`config.mk`:
```
export PLATFORM = sky130hd
export DESIGN_NAME = recency_ordered_keyed_table_unit
export DESIGN_NICKNAME = d
export VERILOG_FILES = /design/src/hdl/rokt_pkg.sv /design/src/hdl/recency_ordered_keyed_table_unit.sv /design/src/hdl/rokt_cell.sv
export SDC_FILE = /design/constraint.sdc
export NUM_CORES = 1
export LEC_CHECK = 0
export BUFFER_PORTS_ARGS = -buffer_cell sky130_fd_sc_hd__buf_2
export CORE_MARGIN = 3
export CORE_UTILIZATION = 59
export CTS_CLUSTER_DIAMETER = 50
export CTS_CLUSTER_SIZE = 25
export DETAILED_ROUTE_END_ITERATION = 7
export GPL_TIMING_DRIVEN = 0
export PLACE_DENSITY_LB_ADDON = 0.25
export SLEW_MARGIN = 5
export SYNTH_ARGS = -nofsm -noshare
export SYNTH_HDL_FRONTEND = slang
export SYNTH_SLANG_ARGS = --single-unit
```
`constraint.sdc`:
```
create_clock -name clk -period 7.7 [get_ports clk]
set_input_delay 0.77 -clock clk [delete_from_list [all_inputs] [get_ports clk]]
set_output_delay 0.77 -clock clk [all_outputs]
set_load 0.02 [all_outputs]
```
`src/hdl/rokt_pkg.sv`:
```
package rokt_pkg;

  localparam logic OP_UPDATE = 1'b0;
  localparam logic OP_READ   = 1'b1;

  localparam logic [7:0] MISS_DIRECTION = 8'hff;

  typedef struct packed {
    logic [31:0] key;
    logic [15:0] floor;
    logic [47:0] zone;
    logic [7:0]  direction;
  } rec_t;

  // Walk token handed from cell to cell along with the carried record
  typedef struct packed {
    logic valid;
    logic active;
    logic is_read;
    logic grow;
    logic found;
  } tok_t;

endpackage

```
`src/hdl/recency_ordered_keyed_table_unit.sv`:
```
// Keyed record table kept in recency order, most recent entry at position 0.
// Input channel: in_valid / in_stall with opcode, record fields and read index.
//   Update (opcode 0): drop any entry with the same key, drop the oldest entry
//   if still full, put the new record at the front.
//   Read (opcode 1): return the record read_index places from the front, or a
//   zeroed record with direction 0xff and found low when there is none.
// Result channel: out_valid / out_stall, one word per input word, carrying the
//   entry count after the item.
// Walk: an accepted item is registered at the head, walks the row of cells
//   one cell per cycle, and its result is then registered in the output register.
//   The next item is taken only once the walk is over, so items never overlap
//   inside the row of cells.
// Stall: a finished result waits in the output register; a new item is taken
//   as soon as that register is empty or being drained in the same cycle.
// Reset: the table is empty after reset; record storage itself is not cleared.
module recency_ordered_keyed_table_unit #(
  parameter int ENTRIES = 4
) (
  input  logic        clk,
  input  logic        rst_n,
  input  logic        in_valid,
  output logic        in_stall,
  input  logic        in_opcode,
  input  logic [31:0] in_rec_key,
  input  logic [15:0] in_rec_floor,
  input  logic [47:0] in_rec_zone,
  input  logic [7:0]  in_rec_direction,
  input  logic [1:0]  in_read_index,
  output logic        out_valid,
  input  logic        out_stall,
  output logic        out_found,
  output logic [31:0] out_key,
  output logic [15:0] out_floor,
  output logic [47:0] out_zone,
  output logic [7:0]  out_direction,
  output logic [2:0]  out_entry_count
);
  import rokt_pkg::*;

  localparam int CW = $clog2(ENTRIES + 1);

  logic          in_accept;
  logic          out_take;
  logic          walk_r;
  logic [CW-1:0] count_r, count_nxt;
  tok_t          head_tok_r;
  rec_t          head_rec_r;
  logic [31:0]   item_key_r;
  logic [1:0]    rd_idx_r;
  logic          out_valid_r;
  logic          found_r;
  rec_t          out_rec_r;
  logic [2:0]    entry_count_r;

  tok_t          tok_link [ENTRIES+1];
  rec_t          rec_link [ENTRIES+1];
  logic [ENTRIES-1:0] occ;
  tok_t          tail_tok;
  rec_t          tail_rec;

  assign in_stall  = walk_r | (out_valid_r & out_stall);
  assign in_accept = in_valid & ~in_stall;
  assign out_take  = out_valid_r & ~out_stall;

  assign tok_link[0] = head_tok_r;
  assign rec_link[0] = head_rec_r;

  for (genvar g = 0; g < ENTRIES; g++) begin : g_cell
    assign occ[g] = (CW'(g) < count_r);
    rokt_cell #(.IDX(g)) u_cell (
      .clk      (clk),
      .rst_n    (rst_n),
      .occ      (occ[g]),
      .item_key (item_key_r),
      .rd_idx   (rd_idx_r),
      .tok_in   (tok_link[g]),
      .carry_in (rec_link[g]),
      .tok_out  (tok_link[g+1]),
      .carry_out(rec_link[g+1])
    );
  end

  assign tail_tok = tok_link[ENTRIES];
  assign tail_rec = rec_link[ENTRIES];

  always_comb begin
    count_nxt = count_r;
    if (tail_tok.valid && tail_tok.grow) begin
      count_nxt = count_r + CW'(1);
    end
  end

  always_ff @(posedge clk) begin
    if (!rst_n) begin
      walk_r      <= 1'b0;
      count_r     <= '0;
      head_tok_r  <= '0;
      out_valid_r <= 1'b0;
    end else begin
      head_tok_r <= '{valid: in_accept, active: in_accept,
                      is_read: in_accept && (in_opcode == OP_READ),
                      grow: 1'b0, found: 1'b0};
      if (in_accept) begin
        walk_r <= 1'b1;
      end
      if (out_take) begin
        out_valid_r <= 1'b0;
      end
      if (tail_tok.valid) begin
        walk_r      <= 1'b0;
        count_r     <= count_nxt;
        out_valid_r <= 1'b1;
      end
    end
  end

  always_ff @(posedge clk) begin
    if (in_accept) begin
      head_rec_r <= '{key: in_rec_key, floor: in_rec_floor, zone: in_rec_zone,
                      direction: in_rec_direction};
      item_key_r <= in_rec_key;
      rd_idx_r   <= in_read_index;
    end
    if (tail_tok.valid) begin
      entry_count_r <= 3'(count_nxt);
      if (!tail_tok.is_read) begin
        found_r   <= 1'b1;
        out_rec_r <= '0;
      end else if (tail_tok.found) begin
        found_r   <= 1'b1;
        out_rec_r <= tail_rec;
      end else begin
        found_r   <= 1'b0;
        out_rec_r <= '{key: '0, floor: '0, zone: '0, direction: MISS_DIRECTION};
      end
    end
  end

  assign out_valid       = out_valid_r;
  assign out_found       = found_r;
  assign out_key         = out_rec_r.key;
  assign out_floor       = out_rec_r.floor;
  assign out_zone        = out_rec_r.zone;
  assign out_direction   = out_rec_r.direction;
  assign out_entry_count = entry_count_r;

`ifndef ASSERT_OFF
  a_count_bound: assert property (@(posedge clk) disable iff (!rst_n)
    count_r <= CW'(ENTRIES))
    else $error("entry count beyond table size");

  a_tail_in_walk: assert property (@(posedge clk) disable iff (!rst_n)
    tail_tok.valid |-> walk_r)
    else $error("walk token left the chain with no walk in progress");

  a_grow_room: assert property (@(posedge clk) disable iff (!rst_n)
    (tail_tok.valid && tail_tok.grow) |-> (count_r < CW'(ENTRIES)))
    else $error("table grew while full");

  a_read_no_grow: assert property (@(posedge clk) disable iff (!rst_n)
    (tail_tok.valid && tail_tok.is_read) |-> !tail_tok.grow)
    else $error("read changed the entry count");

  a_out_from_tail: assert property (@(posedge clk) disable iff (!rst_n)
    $rose(out_valid_r) |-> $past(tail_tok.valid))
    else $error("result raised without a finished walk");
`endif

endmodule

```
`src/hdl/rokt_cell.sv`:
```
module rokt_cell #(
  parameter int IDX = 0
) (
  input  logic          clk,
  input  logic          rst_n,
  input  logic          occ,
  input  logic [31:0]   item_key,
  input  logic [1:0]    rd_idx,
  input  rokt_pkg::tok_t tok_in,
  input  rokt_pkg::rec_t carry_in,
  output rokt_pkg::tok_t tok_out,
  output rokt_pkg::rec_t carry_out
);
  import rokt_pkg::*;

  localparam bit         IDX_NEAR = (IDX < 4);
  localparam logic [1:0] IDX_LO   = 2'(IDX % 4);

  rec_t rec_r, rec_nxt;
  tok_t tok_r, tok_nxt;
  rec_t carry_r, carry_nxt;
  logic rd_hit;

  assign rd_hit = IDX_NEAR && (rd_idx == IDX_LO);

  always_comb begin
    rec_nxt   = rec_r;
    tok_nxt   = tok_in;
    carry_nxt = carry_in;
    if (tok_in.valid && tok_in.active) begin
      if (tok_in.is_read) begin
        if (rd_hit && occ) begin
          carry_nxt      = rec_r;
          tok_nxt.active = 1'b0;
          tok_nxt.found  = 1'b1;
        end
      end else begin
        // take the carried word; hand our own on unless this cell is empty
        rec_nxt = carry_in;
        if (!occ) begin
          tok_nxt.active = 1'b0;
          tok_nxt.grow   = 1'b1;
        end else begin
          carry_nxt = rec_r;
          if (rec_r.key == item_key) begin
            tok_nxt.active = 1'b0;
          end
        end
      end
    end
  end

  always_ff @(posedge clk) begin
    if (!rst_n) begin
      tok_r <= '0;
    end else begin
      tok_r <= tok_nxt;
    end
  end

  always_ff @(posedge clk) begin
    rec_r   <= rec_nxt;
    carry_r <= carry_nxt;
  end

  assign tok_out   = tok_r;
  assign carry_out = carry_r;

endmodule
```
==> impl_results.md, run 1 <==
- Crit. End Element: flop
- Vias per inst: 5.30
- Status: completed
- Hold Path Sink: head_rec_r[1]
- Total CTS buffers: 72
- Synth top area cells: edfxtp_1, dfxtp_1, mux2_2
- Initial Util: 0.601
- Final hold vios: 0
- CP startpoint: g_cell[2].u_cell.tok_out[4]
- PortBufs: 220
- Vias in the first global route: 16,800
- Buf/Inv on CP: 3
- Peak VDD IR: ~0.18 mV
- Synth cell types: 33
- First-pass GRT wire length: roughly 96 mm
- DR iter-0 viols: 1,034
- Tightest Pin Transition: 0.972 ns
- Synth top area share: 0.540
- Crit-path cells: nand2_1 > nor2_4 > buf_12 > a21oi_1 > buf_2 > buf_2 > mux2_2
- Worst Hold Class: in2reg
- Register bit total from synthesis: 1,072
- Clock Latency Late Sink: 0.62 ns
- H-tree depth: 3
- Clk buf depth: 3
- Crit path required time: 8.17 ns
- Family with the most delay on the worst path: buffers and inverters
- R2r setup slk: 4.84 ns
- Die Y: 250 um
- Worst path max stage delay: 0.62 ns
- Most common cell after layout, fill and taps aside: edfxtp_1
- Setup CP Type: reg2reg
- Final Setup Violations: 0
- Total chip power: around 0.011 W
- Synth Instances: 1,875
- Slew Limit Fails: 0
- DR pass1 iterations: 4
- Post-CTS Setup Bufs: 0
- Max frequency: 350 MHz
- Chip Width: about 250 um
- Routed Antenna Nets: 0
- Cell depth of the worst flop-to-flop path: 7
- Final setup skew: roughly 0.027 ns
- Largest net degree at the start of global routing: 62
- Worst relative slew slack: 0.352
- PD cells: roughly 270 nW/um2
- Initial antenna violation count: 2
- DP Worst Slack: 4.81 ns
- Clock sinks: 1,072
- Syn_nets: between 1,500 and 2,000
- Worst reg2reg endpoint: g_cell[3].u_cell.carry_out[70]
- Cell taking the most area after synthesis: edfxtp_1
- Gp weighted congestion: 0.832
- Final setup TNS: 0 ns
- Average size of a mapped cell: 18.7 um2
- CP Launch Type: flop
- Commonest cells after routing, fill and taps aside: edfxtp_1, dfxtp_1, mux2_2
- Hold Crit Depth: 1
- Hold Crit Start: in_rec_direction[1]
- Antenna cells: 0
- Placed Instances: 2,878
- # hold bufs at CTS: 0
- Post_cts resized: 0
- Final Critical Period: 2.86 ns
- Total core area: slightly below 60,000 um2
- P&R area growth vs syn: 14.4%
- Drt drc: 0
- Final net count: about 2,300
- WL/cell: 20.4 um
- Post-DP HPWL: roughly 42 mm
- FF-to-FF Start: g_cell[2].u_cell.tok_out[4]
- Sequential share of the synthesized area: 0.793
- Die ar.: 62,300 um2
- Row count: between 80 and 90
- CP Max Fanout: 25
- Max Cap Violations: 0
- Cell area after synthesis: 35,000 um2
- Reg clk slew, reported paths: 0.08 ns
- Layout cells sized above 1: 0.346
- Total wire length: 61.4 mm
- Worst Setup Slack, final: 4.84 ns
- Clock Root Buffer: clkbuf_16
- Leak pwr: 15.2 nW
- Slowest stage cell, crit path: a21oi_1
- TritonCTS clock tree: done
- GRT Util Overall: 0.198
- CP Depth: 7
- RSZ-0062 raised after global routing: no
- Worst Path Arrival: 3.33 ns
- Tcrit/Tclk final: 0.371
- Warnings, synthesis: 0
- CP most frequent cell: buf_2
- # IOs: 221
- Congestion Overflow GR: 0
- Layout Cells excl Fill: roughly 3,000
- Vias: 16,000
logic make-up (layout without fill, tap and decap cells):
| group | Yosys count | after routing | synth area share |
|---|---|---|---|
| buf+inv | 79 | 449 | 0.0119 |
| fa+ha+maj | 1 | 1 | 0.000357 |
| xor+xnor | 98 | 98 | 0.0245 |
| simple gates | 179 | 179 | 0.0306 |
| compound gates | 29 | 29 | 0.00572 |
| mux | 417 | 417 | 0.134 |
| flops | 1072 | 1072 | 0.793 |
synthesized netlist by cell type:
master,count
a211o_1,1
a211oi_2,1
a21boi_0,10
a21oi_1,7
a21oi_4,1
and2_1,12
and3_1,98
buf_2,30
buf_4,8
buf_6,7
clkbuf_1,24
dfxtp_1,442
edfxtp_1,630
ha_1,1
inv_1,10
mux2_1,60
mux2_2,357
nand2_1,8
nand2b_1,2
nand3_1,5
nand4_1,12
nor2_1,8
nor2b_1,5
nor3_1,6
nor3b_1,1
nor4_1,18
o21a_1,3
o21ai_0,6
or2_2,2
or3_1,1
or3b_4,1
xnor2_1,34
xor2_1,64
through the flow:
step / instance area [um2] / util / hold WS [ns]
after detailed placement: 37500 / 0.644 / 0.410
after global routing: 40100 / 0.688 / 0.291
after CTS: 40100 / 0.688 / 0.284
after floorplan: 35000 / - / 0.401
after global placement: 37100 / 0.637 / 0.407
final: 40100 / 0.688 / 0.331
sequential cells by signal, indices dropped and copies added, names as in the netlist:
| register | flops |
|---|---|
| rd_idx_r | 2 |
| out_direction | 8 |
| out_valid | 1 |
| g_cell.u_cell.tok_out | 19 |
| out_found | 1 |
| out_floor | 16 |
| g_cell.u_cell.carry_out | 416 |
| head_tok_r | 2 |
| out_key | 32 |
| out_entry_count | 3 |
| count_r | 3 |
| head_rec_r | 72 |
| g_cell.u_cell.rec_r | 416 |
| out_zone | 48 |
| walk_r | 1 |
| item_key_r | 32 |
worst max-delay path by stage:
stage | end | slack [ns]
floorplan | g_cell[3].u_cell.carry_out[100] | 1.39
global placement | g_cell[3].u_cell.carry_out[70] | -2.69
detailed placement | g_cell[3].u_cell.carry_out[70] | 4.81
CTS | g_cell[3].u_cell.carry_out[70] | 4.72
global route | g_cell[3].u_cell.carry_out[70] | 4.65
finish | g_cell[3].u_cell.carry_out[70] | 4.84
layer usage:
metal	global-route usage	part of all wire	vias to the layer above
li1	-	-	7570
met1	0.262	0.42	7961
met2	0.337	0.51	331
met3	0.0318	0.047	102
met4	0.0713	0.029	0
met5	0	0	-
report_power, final:
part,switching (W),leakage [nW],internal [W],total [W]
Clock,0.00199,1.23,0.00205,0.00404
Combinational,0.000111,4.22,0.000137,0.000248
Sequential,0.000105,9.72,0.00626,0.00637
Total,0.00220,15.2,0.00845,0.0107
cell type report:
class	instances	area [um2]
Fill cell	3761	18200
Tap cell	765	957
Timing Repair Buffer	238	1510
Clock inverter	47	551
Sequential cell	1072	27800
Multi-Input combinational cell	724	6870
Inverter	10	37.5
Buffer	69	379
Clock buffer	85	1990
worst reg2reg max path, cell delays in order, from the launching register on:
cell and delay, ns:
dfxtp_1 0.31, nand2_1 0.15, nor2_4 0.15, buf_12 0.21, a21oi_1 0.62, buf_2 0.48
buf_2 0.35, mux2_2 0.43
Power figures use the tool's default switching activity.
==> run 2, diff against run 1 <==
--- a/config.mk
+++ b/config.mk
@@ -7,7 +7,7 @@
 export LEC_CHECK = 0
 export BUFFER_PORTS_ARGS = -buffer_cell sky130_fd_sc_hd__buf_2
 export CORE_MARGIN = 3
-export CORE_UTILIZATION = 59
+export CORE_UTILIZATION = 54
 export CTS_CLUSTER_DIAMETER = 50
 export CTS_CLUSTER_SIZE = 25
 export DETAILED_ROUTE_END_ITERATION = 7
==> constraint.sdc (replaced) <==
create_clock -name clk -period 2.3 [get_ports clk]
set_input_delay 0.23 -clock clk [delete_from_list [all_inputs] [get_ports clk]]
set_output_delay 0.23 -clock clk [all_outputs]
set_load 0.02 [all_outputs]
==> run 2 against run 1 <==
Effect of this change: power rose to 3.5 times the previous value; sequential power rose to 3.3 times the previous value; final cell count up 7.1%; clock skew up 0.019 ns; global-route usage down 0.91 points; die area up 9.0%; non-clock buffer count up 113; register-to-register slack worse by 4.7 ns; setup slack worse by 4.7 ns; sequential cell count unchanged; critical endpoint is now g_cell[2].u_cell.carry_out[97]; largest power group unchanged.
==> impl_results.md, run 2 (synthesized netlist as in run 1, its figures left out) <==
- Final Critical Period: 2.19 ns (-0.668 ns)
- WHS: 0.287 ns (-0.0435 ns)
- Switch Pwr: 0.00821 W (+270%)
- Crit path required time: 2.81 ns (-5.36 ns)
- Final instance area: 41,900 um2 (+4.6%)
- Util after Layout: 0.658 (-0.0295)
- Final net count: 2,422 (+5.4%)
- Worst relative slew slack: 0.459 (+0.107)
- Vias per inst: 5.05 (-4.8%)
- Internal: 0.0294 W (+250%)
- Routed Antenna Nets: 0 (unchanged)
- # IOs: 221 (unchanged)
- Slowest stage cell, crit path: edfxtp_1
- Combinational share of power: 0.026 (+0.003)
- Clk network pwr share: 0.407 (+0.028)
- Chip Width: 261 um (+4.4%)
- Post-DP HPWL: 41.6 mm (-1.3%)
- R2r setup slk: 0.11 ns (-4.73 ns)
- Worst Hold Class: in2reg
- Max frequency: 457 MHz (+31%)
- Sw frac: 0.219 (+0.0116)
- Final Setup Violations: 0 (unchanged)
- Reg clk slew, reported paths: 0.08 ns (about the same)
- CP Launch Type: flop
- Total core area: 63,700 um2 (+9.3%)
- DP Area: 37,700 um2 (+0.42%)
- Row count: 92 (+4.5%)
- Worst path max stage delay: 0.46 ns (-0.16 ns)
- Vias: 16,300 (+2.0%)
- PortBufs: 220 (unchanged)
- WL/cell: 19.6 um (-3.7%)
- Layout cells sized above 1: 0.343 (-0.00266)
- TritonCTS clock tree: done
- H-tree depth: 3 (unchanged)
- Initial antenna violation count: 2 (unchanged)
- Final setup TNS: 0 ns (unchanged)
- Final setup skew: 0.0453 ns (+0.0187 ns)
- First-pass GRT wire length: 97.9 mm (+2.2%)
- Crit. End Element: flop
- PD cells: 897 nW/um2 (+240%)
- P&R area growth vs syn: 19.6%
- Die Y: 261 um (+4.4%)
- Gp weighted congestion: 0.777 (-6.6%)
- RSZ-0062 raised after global routing: no
- Seq pwr share: 0.567 (-0.031)
- DR iter-0 viols: 869 (-16%)
- Congestion Overflow GR: 0 (unchanged)
- Tightest Pin Transition: 0.810 ns (-0.162 ns)
- Most common cell after layout, fill and taps aside: edfxtp_1
- Total CTS buffers: 81 (+13%)
- Drt drc: 0 (unchanged)
- Fillers: 4,277 (+14%)
- Max Cap Violations: 0 (unchanged)
- Status: completed
- Clock sinks: 1,072 (unchanged)
- Initial Util: 0.550 (-0.0511)
- Antenna cells: 0 (unchanged)
- CP Max Fanout: 10 (-60%)
- Clock Latency Late Sink: 0.65 ns (+0.03 ns)
- Setup CP Type: reg2reg
- Largest net degree at the start of global routing: 62 (unchanged)
- Die ar.: 67,900 um2 (+9.0%)
- Total wire length: 63.3 mm (+3.1%)
- Commonest cells after routing, fill and taps aside: edfxtp_1, dfxtp_1, mux2_2
- Slew Limit Fails: 0 (unchanged)
- Worst Path Arrival: 2.70 ns (-0.63 ns)
- Clock Root Buffer: clkbuf_16
- Peak VDD IR: 0.688 mV (+290%)
- GRT Util Overall: 0.189 (-0.00910)
- DR pass1 iterations: 5 (+1)
- Crit-path cells: nand2b_1 > a211oi_4 > buf_4 > buf_2 > mux2_2
- Clk buf depth: 3 (unchanged)
- Leak pwr: 15.9 nW (+5.0%)
- Tcrit/Tclk final: 0.951 (+0.580)
- Vias in the first global route: 17,100 (+2.0%)
- Final hold vios: 0 (unchanged)
-- run 2: cell types whose count changed in the layout (fill, tap and decap cells not counted), sizes merged, moves of 2 or more --
| cell | before | now |
|---|---|---|
| clkbuf | 109 | 117 |
| dlygate4sd3 | 0 | 111 |
| buf | 283 | 285 |
| clkinv | 23 | 25 |
| inv | 28 | 35 |
| clkinvlp | 3 | 5 |
-- run 2: metrics by stage --
step | setup slack [ns] | power (W) | std cells
2_1_floorplan | -0.748 | 0.0221 | 1875
3_3_place_gp | -2.61 | 0.0225 | 2941
3_5_place_dp | -0.511 | 0.0226 | 2958
4_1_cts | 0.0171 | 0.0380 | 3223
5_1_grt | 0.0436 | 0.0389 | 3225
6_report | 0.113 | 0.0376 | 3225
-- run 2: path summary, 6_finish.rpt --
check,from,end,cells past startpoint
max,rd_idx_r[0],g_cell[2].u_cell.carry_out[97],5
min,in_rec_key[18],item_key_r[18],2
max reg2reg,rd_idx_r[0],g_cell[2].u_cell.carry_out[97],5
min reg2reg,g_cell[0].u_cell.carry_out[77],g_cell[1].u_cell.rec_r[77],0
-- run 2: final cells by class --
class / count / area [um2] / share of cell area
Tap cell: 846 / 1060 / 0.0253
Sequential cell: 1072 / 27800 / 0.663
Clock inverter: 59 / 863 / 0.0206
Multi-Input combinational cell: 725 / 6920 / 0.165
Buffer: 69 / 428 / 0.0102
Inverter: 10 / 37.5 / 0.000896
Timing Repair Buffer: 351 / 2650 / 0.0632
Clock buffer: 93 / 2170 / 0.0517
-- run 2: metal layers --
layer | GRT usage | wire length, um | up-vias
met3 | 0.0335 | 3030 | 90
met5 | 0 | 0 | -
met1 | 0.255 | 27600 | 7989
met4 | 0.0712 | 1820 | 0
met2 | 0.310 | 30800 | 366
li1 | - | - | 7835
-- run 2: worst max-delay path: cells and delay by family (launching register included) --
kind                   cells  cell delay [ns]
muxes                      1             0.41
buffers and inverters      2             0.64
AOI/OAI and AO/OA          1             0.31
DFF                        1             0.46
and+or+nand+nor            1             0.24
-- run 2: power by group through the flow --
stage	sequential (W)	clock [W]	combinational, W
detailed placement	0.0218	0	0.000828
finish	0.0213	0.0153	0.000983
floorplan	0.0216	0	0.000519
global placement	0.0217	0	0.000772
CTS	0.0213	0.0157	0.000991
global route	0.0214	0.0165	0.00107
-- run 2: what timing repair did --
item / 4_1_cts / 5_1_grt
setup endpoints to repair: 244 / 42
endpoints found under the hold margin: 111 / 0
pin swaps: 3 / 1
gates resized for setup: 9 / 1
gates cloned: 1 / 0
hold buffers: 111 / 0
buffers inserted: 1 / 2
